$ cat config.mk
export PLATFORM = sky130hd
export DESIGN_NAME = sliding_window_rate_limiter
export DESIGN_NICKNAME = d
export VERILOG_FILES = /design/src/design/swrl_pkg.sv /design/src/design/swrl_ram.sv /design/src/design/sliding_window_rate_limiter.sv
export SDC_FILE = /design/constraint.sdc
export NUM_CORES = 2
export LEC_CHECK = 0
export ABC_AREA = 1
export BUFFER_PORTS_ARGS = -buffer_cell sky130_fd_sc_hd__buf_2
export CAP_MARGIN = 15
export CELL_PAD_IN_SITES_DETAIL_PLACEMENT = 0
export CELL_PAD_IN_SITES_GLOBAL_PLACEMENT = 2
export CORE_MARGIN = 8
export CORE_UTILIZATION = 30
export CTS_BUF_LIST = sky130_fd_sc_hd__clkbuf_8
export DETAILED_ROUTE_END_ITERATION = 12
export GPL_TIMING_DRIVEN = 0
export PLACE_DENSITY = 0.62
export SLEW_MARGIN = 0
export SYNTH_ARGS = -nofsm -noshare
export SYNTH_HDL_FRONTEND = slang
export SYNTH_SLANG_ARGS = --single-unit
$ cat constraint.sdc
create_clock -name clk -period 16 [get_ports clk]
set_input_delay 0.8 -clock clk [delete_from_list [all_inputs] [get_ports clk]]
set_output_delay 0.8 -clock clk [all_outputs]
set_load 0.02 [all_outputs]
$ cat src/design/swrl_pkg.sv
// Shared types and constants for the sliding window rate limiter.
// Holds the bin entry layout, the sequencer states and register indexes.
// No dependencies.
package swrl_pkg;

  localparam int BINS_DEFAULT = 64;
  localparam int TIME_W       = 32;
  localparam int COUNT_W      = 16;
  localparam int LIMIT_W      = 16;
  localparam int WINDOW_W     = 6;
  localparam int CFG_DATA_W   = 16;
  localparam int CFG_INDEX_W  = 1;

  typedef struct packed {
    logic               valid;
    logic [TIME_W-1:0]  tag;
    logic [COUNT_W-1:0] count;
  } entry_t;

  typedef enum logic [2:0] {
    ST_CLEAR,
    ST_IDLE,
    ST_SCAN,
    ST_SLOT,
    ST_UPDATE,
    ST_DONE
  } state_t;

  typedef enum logic [CFG_INDEX_W-1:0] {
    REG_REQUEST_LIMIT  = 1'b0,
    REG_WINDOW_SECONDS = 1'b1
  } cfg_reg_t;

endpackage

$ cat src/design/swrl_ram.sv
// Generic single write port, single read port RAM with registered read data.
// Width and depth are parameters. No dependencies.
module swrl_ram #(
  parameter int WIDTH = 8,
  parameter int DEPTH = 64
) (
  input  logic                     clk,
  input  logic                     we,
  input  logic [$clog2(DEPTH)-1:0] waddr,
  input  logic [WIDTH-1:0]         wdata,
  input  logic [$clog2(DEPTH)-1:0] raddr,
  output logic [WIDTH-1:0]         rdata
);

  logic [WIDTH-1:0] mem [DEPTH];

  always_ff @(posedge clk) begin
    if (we) begin
      mem[waddr] <= wdata;
    end
    rdata <= mem[raddr];
  end

endmodule

$ cat src/design/sliding_window_rate_limiter.sv
// Sliding window rate limiter: one request per transfer, one grant decision back.
// Each request scans every bin over the RAM read port, clearing entries older than the window
// and summing the rest, then reads its slot and, if granted, updates it. One request at a time:
// in_stall holds off the next transfer until the result of the last one is put on the output.
// After reset a clearing pass empties the bin RAM; no request is taken then, configuration
// writes are. Depends on swrl_pkg and swrl_ram.
module sliding_window_rate_limiter #(
  parameter int BINS = swrl_pkg::BINS_DEFAULT
) (
  input  logic                               clk,
  input  logic                               rst,
  input  logic                               cfg_write,
  input  logic [swrl_pkg::CFG_INDEX_W-1:0]   cfg_index,
  input  logic [swrl_pkg::CFG_DATA_W-1:0]    cfg_data,
  input  logic                               in_valid,
  output logic                               in_stall,
  input  logic [swrl_pkg::TIME_W-1:0]        now_seconds,
  output logic                               out_valid,
  input  logic                               out_stall,
  output logic                               granted,
  output logic [swrl_pkg::COUNT_W-1:0]       window_count
);

  import swrl_pkg::*;

  localparam int AW      = (BINS > 1) ? $clog2(BINS) : 1;
  localparam int CW      = $clog2(BINS + 1);
  localparam int EW      = $bits(entry_t);
  localparam int MUL_W   = 2 * TIME_W;
  localparam int QUOT_SH = AW - 1;
  localparam logic [MUL_W-1:0] MAGIC_WIDE =
    (((MUL_W'(1) << AW) - MUL_W'(BINS)) << TIME_W) / MUL_W'(BINS) + MUL_W'(1);
  localparam logic [TIME_W-1:0] MAGIC   = TIME_W'(MAGIC_WIDE);
  localparam logic [AW-1:0]     BINS_LO = AW'(BINS);

  state_t              state, state_next;
  logic [CW-1:0]       scan_cnt, scan_cnt_next;
  logic                rd_pend, rd_pend_next;
  logic [AW-1:0]       rd_addr, rd_addr_next;
  logic [TIME_W-1:0]   now_q, now_q_next;
  logic [TIME_W-1:0]   begin_q, begin_q_next;
  logic [COUNT_W-1:0]  sum, sum_next;
  logic [AW-1:0]       rem, rem_next;
  logic [TIME_W-1:0]   mul_hi, mul_hi_next;
  logic [TIME_W-1:0]   quot, quot_next;
  logic                grant, grant_next;
  logic                out_valid_next;
  logic                granted_next;
  logic [COUNT_W-1:0]  window_count_next;
  logic [LIMIT_W-1:0]  request_limit;
  logic [WINDOW_W-1:0] window_seconds;

  logic                we;
  logic [AW-1:0]       waddr;
  entry_t              wdata;
  logic [AW-1:0]       raddr;
  entry_t              rd_data;
  logic [COUNT_W:0]    sum_add;
  logic [MUL_W-1:0]    mul_full;
  logic [AW-1:0]       quot_bins;

  swrl_ram #(
    .WIDTH(EW),
    .DEPTH(BINS)
  ) u_bins (
    .clk  (clk),
    .we   (we),
    .waddr(waddr),
    .wdata(wdata),
    .raddr(raddr),
    .rdata(rd_data)
  );

  assign in_stall = (state != ST_IDLE);

  always_ff @(posedge clk) begin
    if (rst) begin
      request_limit  <= '0;
      window_seconds <= WINDOW_W'(1);
    end else if (cfg_write) begin
      case (cfg_index)
        REG_REQUEST_LIMIT:  request_limit  <= cfg_data[LIMIT_W-1:0];
        REG_WINDOW_SECONDS: window_seconds <= cfg_data[WINDOW_W-1:0];
        default: ;
      endcase
    end
  end

  always_ff @(posedge clk) begin
    if (rst) begin
      state     <= ST_CLEAR;
      scan_cnt  <= '0;
      rd_pend   <= 1'b0;
      out_valid <= 1'b0;
    end else begin
      state     <= state_next;
      scan_cnt  <= scan_cnt_next;
      rd_pend   <= rd_pend_next;
      out_valid <= out_valid_next;
    end
  end

  always_ff @(posedge clk) begin
    rd_addr      <= rd_addr_next;
    now_q        <= now_q_next;
    begin_q      <= begin_q_next;
    sum          <= sum_next;
    rem          <= rem_next;
    mul_hi       <= mul_hi_next;
    quot         <= quot_next;
    grant        <= grant_next;
    granted      <= granted_next;
    window_count <= window_count_next;
  end

  // The slot index is now_q modulo BINS, found by reciprocal multiplication through the mul_hi, quot and rem registers.
  always_comb begin
    state_next        = state;
    scan_cnt_next     = scan_cnt;
    rd_pend_next      = rd_pend;
    rd_addr_next      = rd_addr;
    now_q_next        = now_q;
    begin_q_next      = begin_q;
    sum_next          = sum;
    grant_next        = grant;
    granted_next      = granted;
    window_count_next = window_count;
    out_valid_next    = out_valid && out_stall;
    we                = 1'b0;
    waddr             = scan_cnt[AW-1:0];
    wdata             = '0;
    raddr             = scan_cnt[AW-1:0];
    sum_add           = {1'b0, sum} + {1'b0, rd_data.count};
    mul_full          = MUL_W'(now_q) * MUL_W'(MAGIC);
    mul_hi_next       = mul_full[MUL_W-1:TIME_W];
    quot_next         = (mul_hi + ((now_q - mul_hi) >> 1)) >> QUOT_SH;
    quot_bins         = quot[AW-1:0] * BINS_LO;
    rem_next          = now_q[AW-1:0] - quot_bins;

    case (state)
      ST_CLEAR: begin
        we = 1'b1;
        if (scan_cnt == CW'(BINS - 1)) begin
          scan_cnt_next = '0;
          state_next    = ST_IDLE;
        end else begin
          scan_cnt_next = scan_cnt + CW'(1);
        end
      end
      ST_IDLE: begin
        if (in_valid) begin
          now_q_next = now_seconds;
          if (now_seconds > TIME_W'(window_seconds)) begin
            begin_q_next = now_seconds - TIME_W'(window_seconds);
          end else begin
            begin_q_next = '0;
          end
          sum_next      = '0;
          scan_cnt_next = '0;
          rd_pend_next  = 1'b0;
          state_next    = ST_SCAN;
        end
      end
      ST_SCAN: begin
        rd_pend_next = (scan_cnt != CW'(BINS));
        rd_addr_next = scan_cnt[AW-1:0];
        if (scan_cnt != CW'(BINS)) begin
          scan_cnt_next = scan_cnt + CW'(1);
        end
        if (rd_pend && rd_data.valid) begin
          if (rd_data.tag < begin_q) begin
            we    = 1'b1;
            waddr = rd_addr;
            wdata = '0;
          end else begin
            sum_next = sum_add[COUNT_W] ? '1 : sum_add[COUNT_W-1:0];
          end
        end
        if (scan_cnt == CW'(BINS) && !rd_pend) begin
          state_next = ST_SLOT;
        end
      end
      ST_SLOT: begin
        raddr      = rem;
        grant_next = (sum < request_limit);
        state_next = (sum < request_limit) ? ST_UPDATE : ST_DONE;
      end
      ST_UPDATE: begin
        we    = 1'b1;
        waddr = rem;
        if (rd_data.valid && rd_data.tag == now_q) begin
          wdata = rd_data;
          if (rd_data.count != '1) begin
            wdata.count = rd_data.count + COUNT_W'(1);
          end
        end else begin
          wdata.valid = 1'b1;
          wdata.tag   = now_q;
          wdata.count = COUNT_W'(1);
        end
        state_next = ST_DONE;
      end
      ST_DONE: begin
        if (!out_valid || !out_stall) begin
          out_valid_next    = 1'b1;
          granted_next      = grant;
          window_count_next = sum;
          state_next        = ST_IDLE;
        end
      end
      default: begin
        state_next = ST_IDLE;
      end
    endcase
  end

endmodule
### Word-level counts from Yosys, hierarchy flattened

Memories as Yosys holds them, arrays and structs flattened. A register that Yosys moved wholly into a read port is not among the register bits.
Index checks and enable logic that the tools add are counted.
W data, S select, Z words.

| operators by class | value |
|---|---|
| reduce and logical (&&, ||, !) cells | 20 |
| $lt $le $gt $ge | 3 |
| muxes and demuxes | 31 |
| add/sub/neg operators | 4 |
| equality and inequality tests | 18 |
| bitwise operators | 1 |

Operators with widths:

| cell | number |
|---|---|
| $mux W49 | 2 |
| $mux W16 | 5 |
| $eq A32 B32 Y1 | 1 |
| $gt A32 B6 Y1 | 1 |
| $lt A32 B32 Y1 | 1 |
| $pmux W16 S2 | 1 |
| $sub A32 B6 Y32 | 1 |
| $mux W7 | 3 |
| $pmux W7 S3 | 1 |
| $mux W6 | 3 |
| $pmux W3 S6 | 1 |
| $add A16 B16 Y17 | 1 |
| $add A16 B1 Y16 const B | 1 |
| $lt A16 B16 Y1 | 1 |
| $ne A16 B16 Y1 const B | 1 |
| $ne A2 B2 Y1 const B | 7 |
| $mux W3 | 4 |
| $pmux W6 S2 | 1 |
| $reduce_and A2 Y1 | 5 |
| $mux W1 | 8 |
| $reduce_and A4 Y1 | 2 |
| $add A7 B1 Y7 const B | 1 |
| $eq A7 B6 Y1 const B | 1 |
| $eq A7 B7 Y1 const B | 1 |
| 15 further kinds | 23 |

| storage, ports and cells | value |
|---|---|
| flip-flop bits (word level) | 144 |
| memories | 1 |
| RAM bits | 3,136 |
| word-level logic and storage cells | 92 |
| bits of input ports | 54 |
| output and inout port bits | 19 |

Memories:

| name | depth | bits a word | read ports | clocked after Yosys merged registers in | wr ports | line | RTL |
|---|---|---|---|---|---|---|---|
| u_bins.mem | 64 | 49 | 1 | 1 | 1 | swrl_ram.sv:15 | `logic [WIDTH-1:0] mem [DEPTH];` |

### Logic depth before layout (Yosys ltp)

| depth | value |
|---|---|
| depth in word-level cells | 6 |
| depth in mapped cells | 19 |
| depth with buffers taken out | 19 |

### By module

Synthesis repeated with hierarchy kept, for this count alone.

| unflattened totals | value |
|---|---|
| cell total of the unflattened synthesis | 11,449 |
| area total of the unflattened synthesis | 135,358.6 um^2 |

Modules (own cells, without submodules):

| module | sequential area each (um^2) | area an instance (um^2) | instances | cells each |
|---|---|---|---|---|
| swrl_ram | 95,151.3 | 126,236.1 | 1 | 10,321 |
| sliding_window_rate_limiter | 3,923.8 | 9,122.5 | 1 | 1,128 |

### Least setup slack after synthesis

OpenSTA, ideal clock, no wires.

| timing | value |
|---|---|
| path kind | register -> register |
| start | register state[1] |
| end | memory u_bins.mem[0][7] (netlist bit) (data pin) |
| buffers on the path | 1 |
| setup time | 721 ps |
| arrival | 5,363 ps |
| data required time | 15,279 ps |
| path slack | 9,916 ps |
| stages on the path, launching flop included | 7 |
| clock period less this slack | 6,084 ps |
| path through | dfxtp_1 nor2_1 inv_1 nor2_1 nand3_1 clkbuf_1 a211oi_1 |

| on the way | value |
|---|---|
| cells in the longest elaborated chain, start to end | 2 |

RTL lines:

| item | line | RTL |
|---|---|---|
| from (decl) | sliding_window_rate_limiter.sv:36 | `state_t state, state_next;` |
| from (signal assigned) | sliding_window_rate_limiter.sv:96 | `state <= state_next;` |
| $eq A3 B3 Y1 | sliding_window_rate_limiter.sv:140 | `case (state)` |
| $mux W49 | n/a |  |
| named net u_bins.wdata[7] | swrl_ram.sv:10 | `input logic [WIDTH-1:0] wdata,` |
| to (decl) | swrl_ram.sv:15 |  |

The timed path passes the listed nets, and every way through them passes these cells.

### Worst setup path after layout

| timing | value |
|---|---|
| start | register state[1] |
| end | register u_bins.rdata[16], read port of u_bins.mem |

| on the way | value |
|---|---|
| cells in the longest elaborated chain, start to end | 2 |

RTL lines:

| item | line | RTL |
|---|---|---|
| $eq A3 B2 Y1 | sliding_window_rate_limiter.sv:140 |  |
| $mux W6 | sliding_window_rate_limiter.sv:140 |  |
| to (decl) | swrl_ram.sv:12 | `output logic [WIDTH-1:0] rdata` |

No other way between the ends.
A chain may end at the register's enable or synchronous reset.

==> summary.md <==
| Metric | Value |
|---|---|
| Outcome | `completed` |
| Routed via count | `roughly 97,000` |
| Critical path arrival | `7.29 ns` |
| Worst Setup End Kind | `flip-flop` |
| Clk buf depth | `4` |
| # rows | `244` |
| Pre-CTS WS | `9.97 ns` |
| Seq/Total Area, Yosys | `between 70% and 80%` |
| Dpl hpwl | `between 400,000 and 500,000 um` |
| Initial antenna violation count | `76` |
| Iter 0 DRT Violations | `13,619` |
| Total track usage | `25.1%` |
| Slew Limit Fails | `0` |
| Worst setup SP type | `flip-flop` |
| Nets | `11,323` |
| CTS Buf Count | `590` |
| Mapped Nets | `just over 10,000` |
| Hold/Removal Path Class | `input port to flip-flop` |
| Final Skew | `0.0620 ns` |
| Total I/O pin count | `73` |
| Setup TNS | `0 ns` |
| Synth Flop Type | `edfxtp_1` |
| Clk_lat worst skew | `1.24 ns` |
| Hold_buf cts | `54` |
| Vias in the first global route | `roughly 92,000` |
| Remaining DRCs | `0` |
| Leak | `0.0475 uW` |
| Unrepaired setup endpoints after global routing | `no` |
| CP max FO | `10` |
| Port bufs | `72` |
| Drt first pass iters | `8` |
| Die Span Y | `682 um` |
| H-tree depth | `6` |
| Initial Utilization | `30.1%` |
| Placed Area | `148,000 um2` |
| Slew headroom | `~8.7%` |
| Width of the die | `682 um` |
| Largest net degree at the start of global routing | `52` |
| Buffers inserted by post-CTS timing repair | `0` |
| YS warnings | `0` |
| Pwr/cell area | `~170 nW/um2` |
| Cell Area, Synth | `approximately 130,000 um2` |
| Post-synthesis register bit count | `3,329` |
| Finished Layout Cells | `17,576` |
| CTS root buffer | `clkbuf_8` |
| DRT antenna net count | `0` |
| Setup Crit Path Kind | `flip-flop to flip-flop` |
| WL/cell | `34.5 um` |
| Avg Inst Size Synth | `13.1 um2` |
| Maximum vdd drop | `0.0889 mV` |
| # resized after CTS | `0` |
| # setup viols final | `0` |
| Post-route cell area | `159,000 um2` |
| Layout cells sized above 1 | `14.1%` |
| Total of max-cap violations | `0` |
| Fin. Hold Viols | `0` |
| Clock Sinks | `3,329` |
| First-pass GRT wire length | `805,000 um` |
| TritonCTS clock tree | `done` |
| Number of enable flip-flop cells after synthesis | `3,240` |
| Placed insts | `around 16,000` |
| Vias per cell | `5.53` |
| Total congestion overflow | `0` |
| Fin worst setup slack | `between 9 and 10 ns` |
| Drt total wl | `between 600,000 and 700,000 um` |
| Max Clk Rate | `162 MHz` |
| Die area | `465,000 um2` |
| Worst slew pin tran | `1.37 ns` |
| WP data required | `17.11 ns` |
| Layout area overhead | `19.8%` |
| Mapped Cells | `a little over 10,000` |
| Async SR Flop Fraction | `0%` |
| Tmin final | `a little over 6 ns` |
| Library cells used by synthesis | `between 40 and 50` |
| Tcrit/Tclk final | `38.6%` |
| Clock transition at path regs | `0.06 ns` |
| Placeable Area | `roughly 440,000 um2` |
| Final core utilization | `roughly 36%` |
| RD Place Congestion | `0.902` |
-- stage by stage --
stage	power (uW)	hold slack (ns)
after floorplan	14300	0.348
after global placement	19100	0.416
after detailed placement	19300	0.414
after CTS	26600	0.0266
after global routing	27500	0.126
final	26800	0.135
-- critical path: stages (launching register included) --
cell,delay (ns)
dfxtp_1,0.44
nand3_2,0.24
buf_6,0.23
nand2_1,0.07
o21ai_2,0.20
buf_8,0.23
inv_1,0.60
buf_2,0.72
clkbuf_1,0.98
o21ai_0,0.63
o211ai_1,0.75
nand3_1,0.69
nand2_1,0.26
-- cells by family after synthesis --
kind of cell,after synthesis,share of synthesized area (%)
flops,3329,74.5
fa+ha+maj,73,0.698
compound gates,3097,13.4
simple gates,2616,7.99
xor+xnor,47,0.309
buf+inv,1003,3.18
-- cell usage after synthesis (8+ instances only) --
| library cell | n | area share [%] |
|---|---|---|
| edfxtp_1 | 3240 | 73 |
| nor2_1 | 1735 | 4.9 |
| o21ai_0 | 1648 | 6.2 |
| o22ai_1 | 643 | 3.0 |
| o211ai_1 | 530 | 3.0 |
| nand2_1 | 428 | 1.2 |
| clkbuf_1 | 426 | 1.2 |
| inv_1 | 299 | 0.84 |
| nand3_1 | 245 | 0.92 |
| buf_2 | 217 | 0.82 |
| or2_2 | 148 | 0.70 |
| o21ai_1 | 135 | 0.51 |
| a21oi_1 | 94 | 0.35 |
| dfxtp_1 | 89 | 1.3 |
| ha_1 | 71 | 0.67 |
| xor2_1 | 29 | 0.19 |
| buf_4 | 25 | 0.14 |
| nor3_1 | 21 | 0.079 |
| nand4_1 | 19 | 0.089 |
| xnor2_1 | 18 | 0.12 |
| buf_1 | 12 | 0.034 |
| buf_6 | 12 | 0.10 |
| nor4_1 | 10 | 0.047 |
| a31oi_1 | 9 | 0.042 |
| a211oi_1 | 8 | 0.045 |
-- cells in the final DEF (no fill, tap or decap), types with 87 or more instances in the layout --
| cell type | count |
|---|---|
| or2_2 | 148 |
| buf_2 | 289 |
| o22ai_1 | 643 |
| nor2_1 | 1635 |
| o21ai_0 | 1648 |
| nor2_4 | 100 |
| clkinv_1 | 118 |
| inv_1 | 500 |
| clkbuf_1 | 419 |
| clkbuf_8 | 619 |
| o21ai_1 | 133 |
| o211ai_1 | 530 |
| nand2_1 | 428 |
| dfxtp_1 | 89 |
| edfxtp_1 | 3240 |
| buf_12 | 246 |
| a21oi_1 | 87 |
| nand3_1 | 245 |
-- worst paths after layout --
path	startpoint	end	slack [ns]	cells after the start
setup / recovery	state[1]	u_bins.rdata[16]	9.82	12
hold / removal	cfg_index	request_limit[0]	0.14	5
setup reg to reg	state[1]	u_bins.rdata[16]	9.82	12
hold reg to reg	scan_cnt[2]	rd_addr[2]	0.42	0
-- metal layers --
layer	wire, um	global-route usage [%]	up-vias
li1	-	-	40219
met3	61100	5.62	1114
met1	244000	33.6	50153
met4	31700	11.6	18
met5	108	0	-
met2	270000	38.8	5712
-- layout make-up --
class | count | area (um2)
multi-input combinational | 5833 | 30600
clock inverter | 418 | 2110
inverter | 307 | 1160
fill | 42849 | 282000
buffer | 696 | 3080
timing repair buffer | 439 | 7340
sequential | 3329 | 99100
antenna | 31 | 77.6
clock buffer | 619 | 8520
tap | 5904 | 7390
-- flip-flops by register name (all words and copies together) (netlist names), 3 cells and up --
register        count
sum                16
u_bins.rdata       49
window_seconds      6
now_q              32
state               3
scan_cnt            7
rem                 6
u_bins.mem       3136
request_limit      16
rd_addr             6
begin_q            32
window_count       16
-- report_power, final --
part	switching [uW]	internal, uW	leakage [uW]
registers	180	9860	0.0263
logic	7290	2050	0.0150
clock network	3660	3750	0.00617
(Power assumes the default switching activity.)
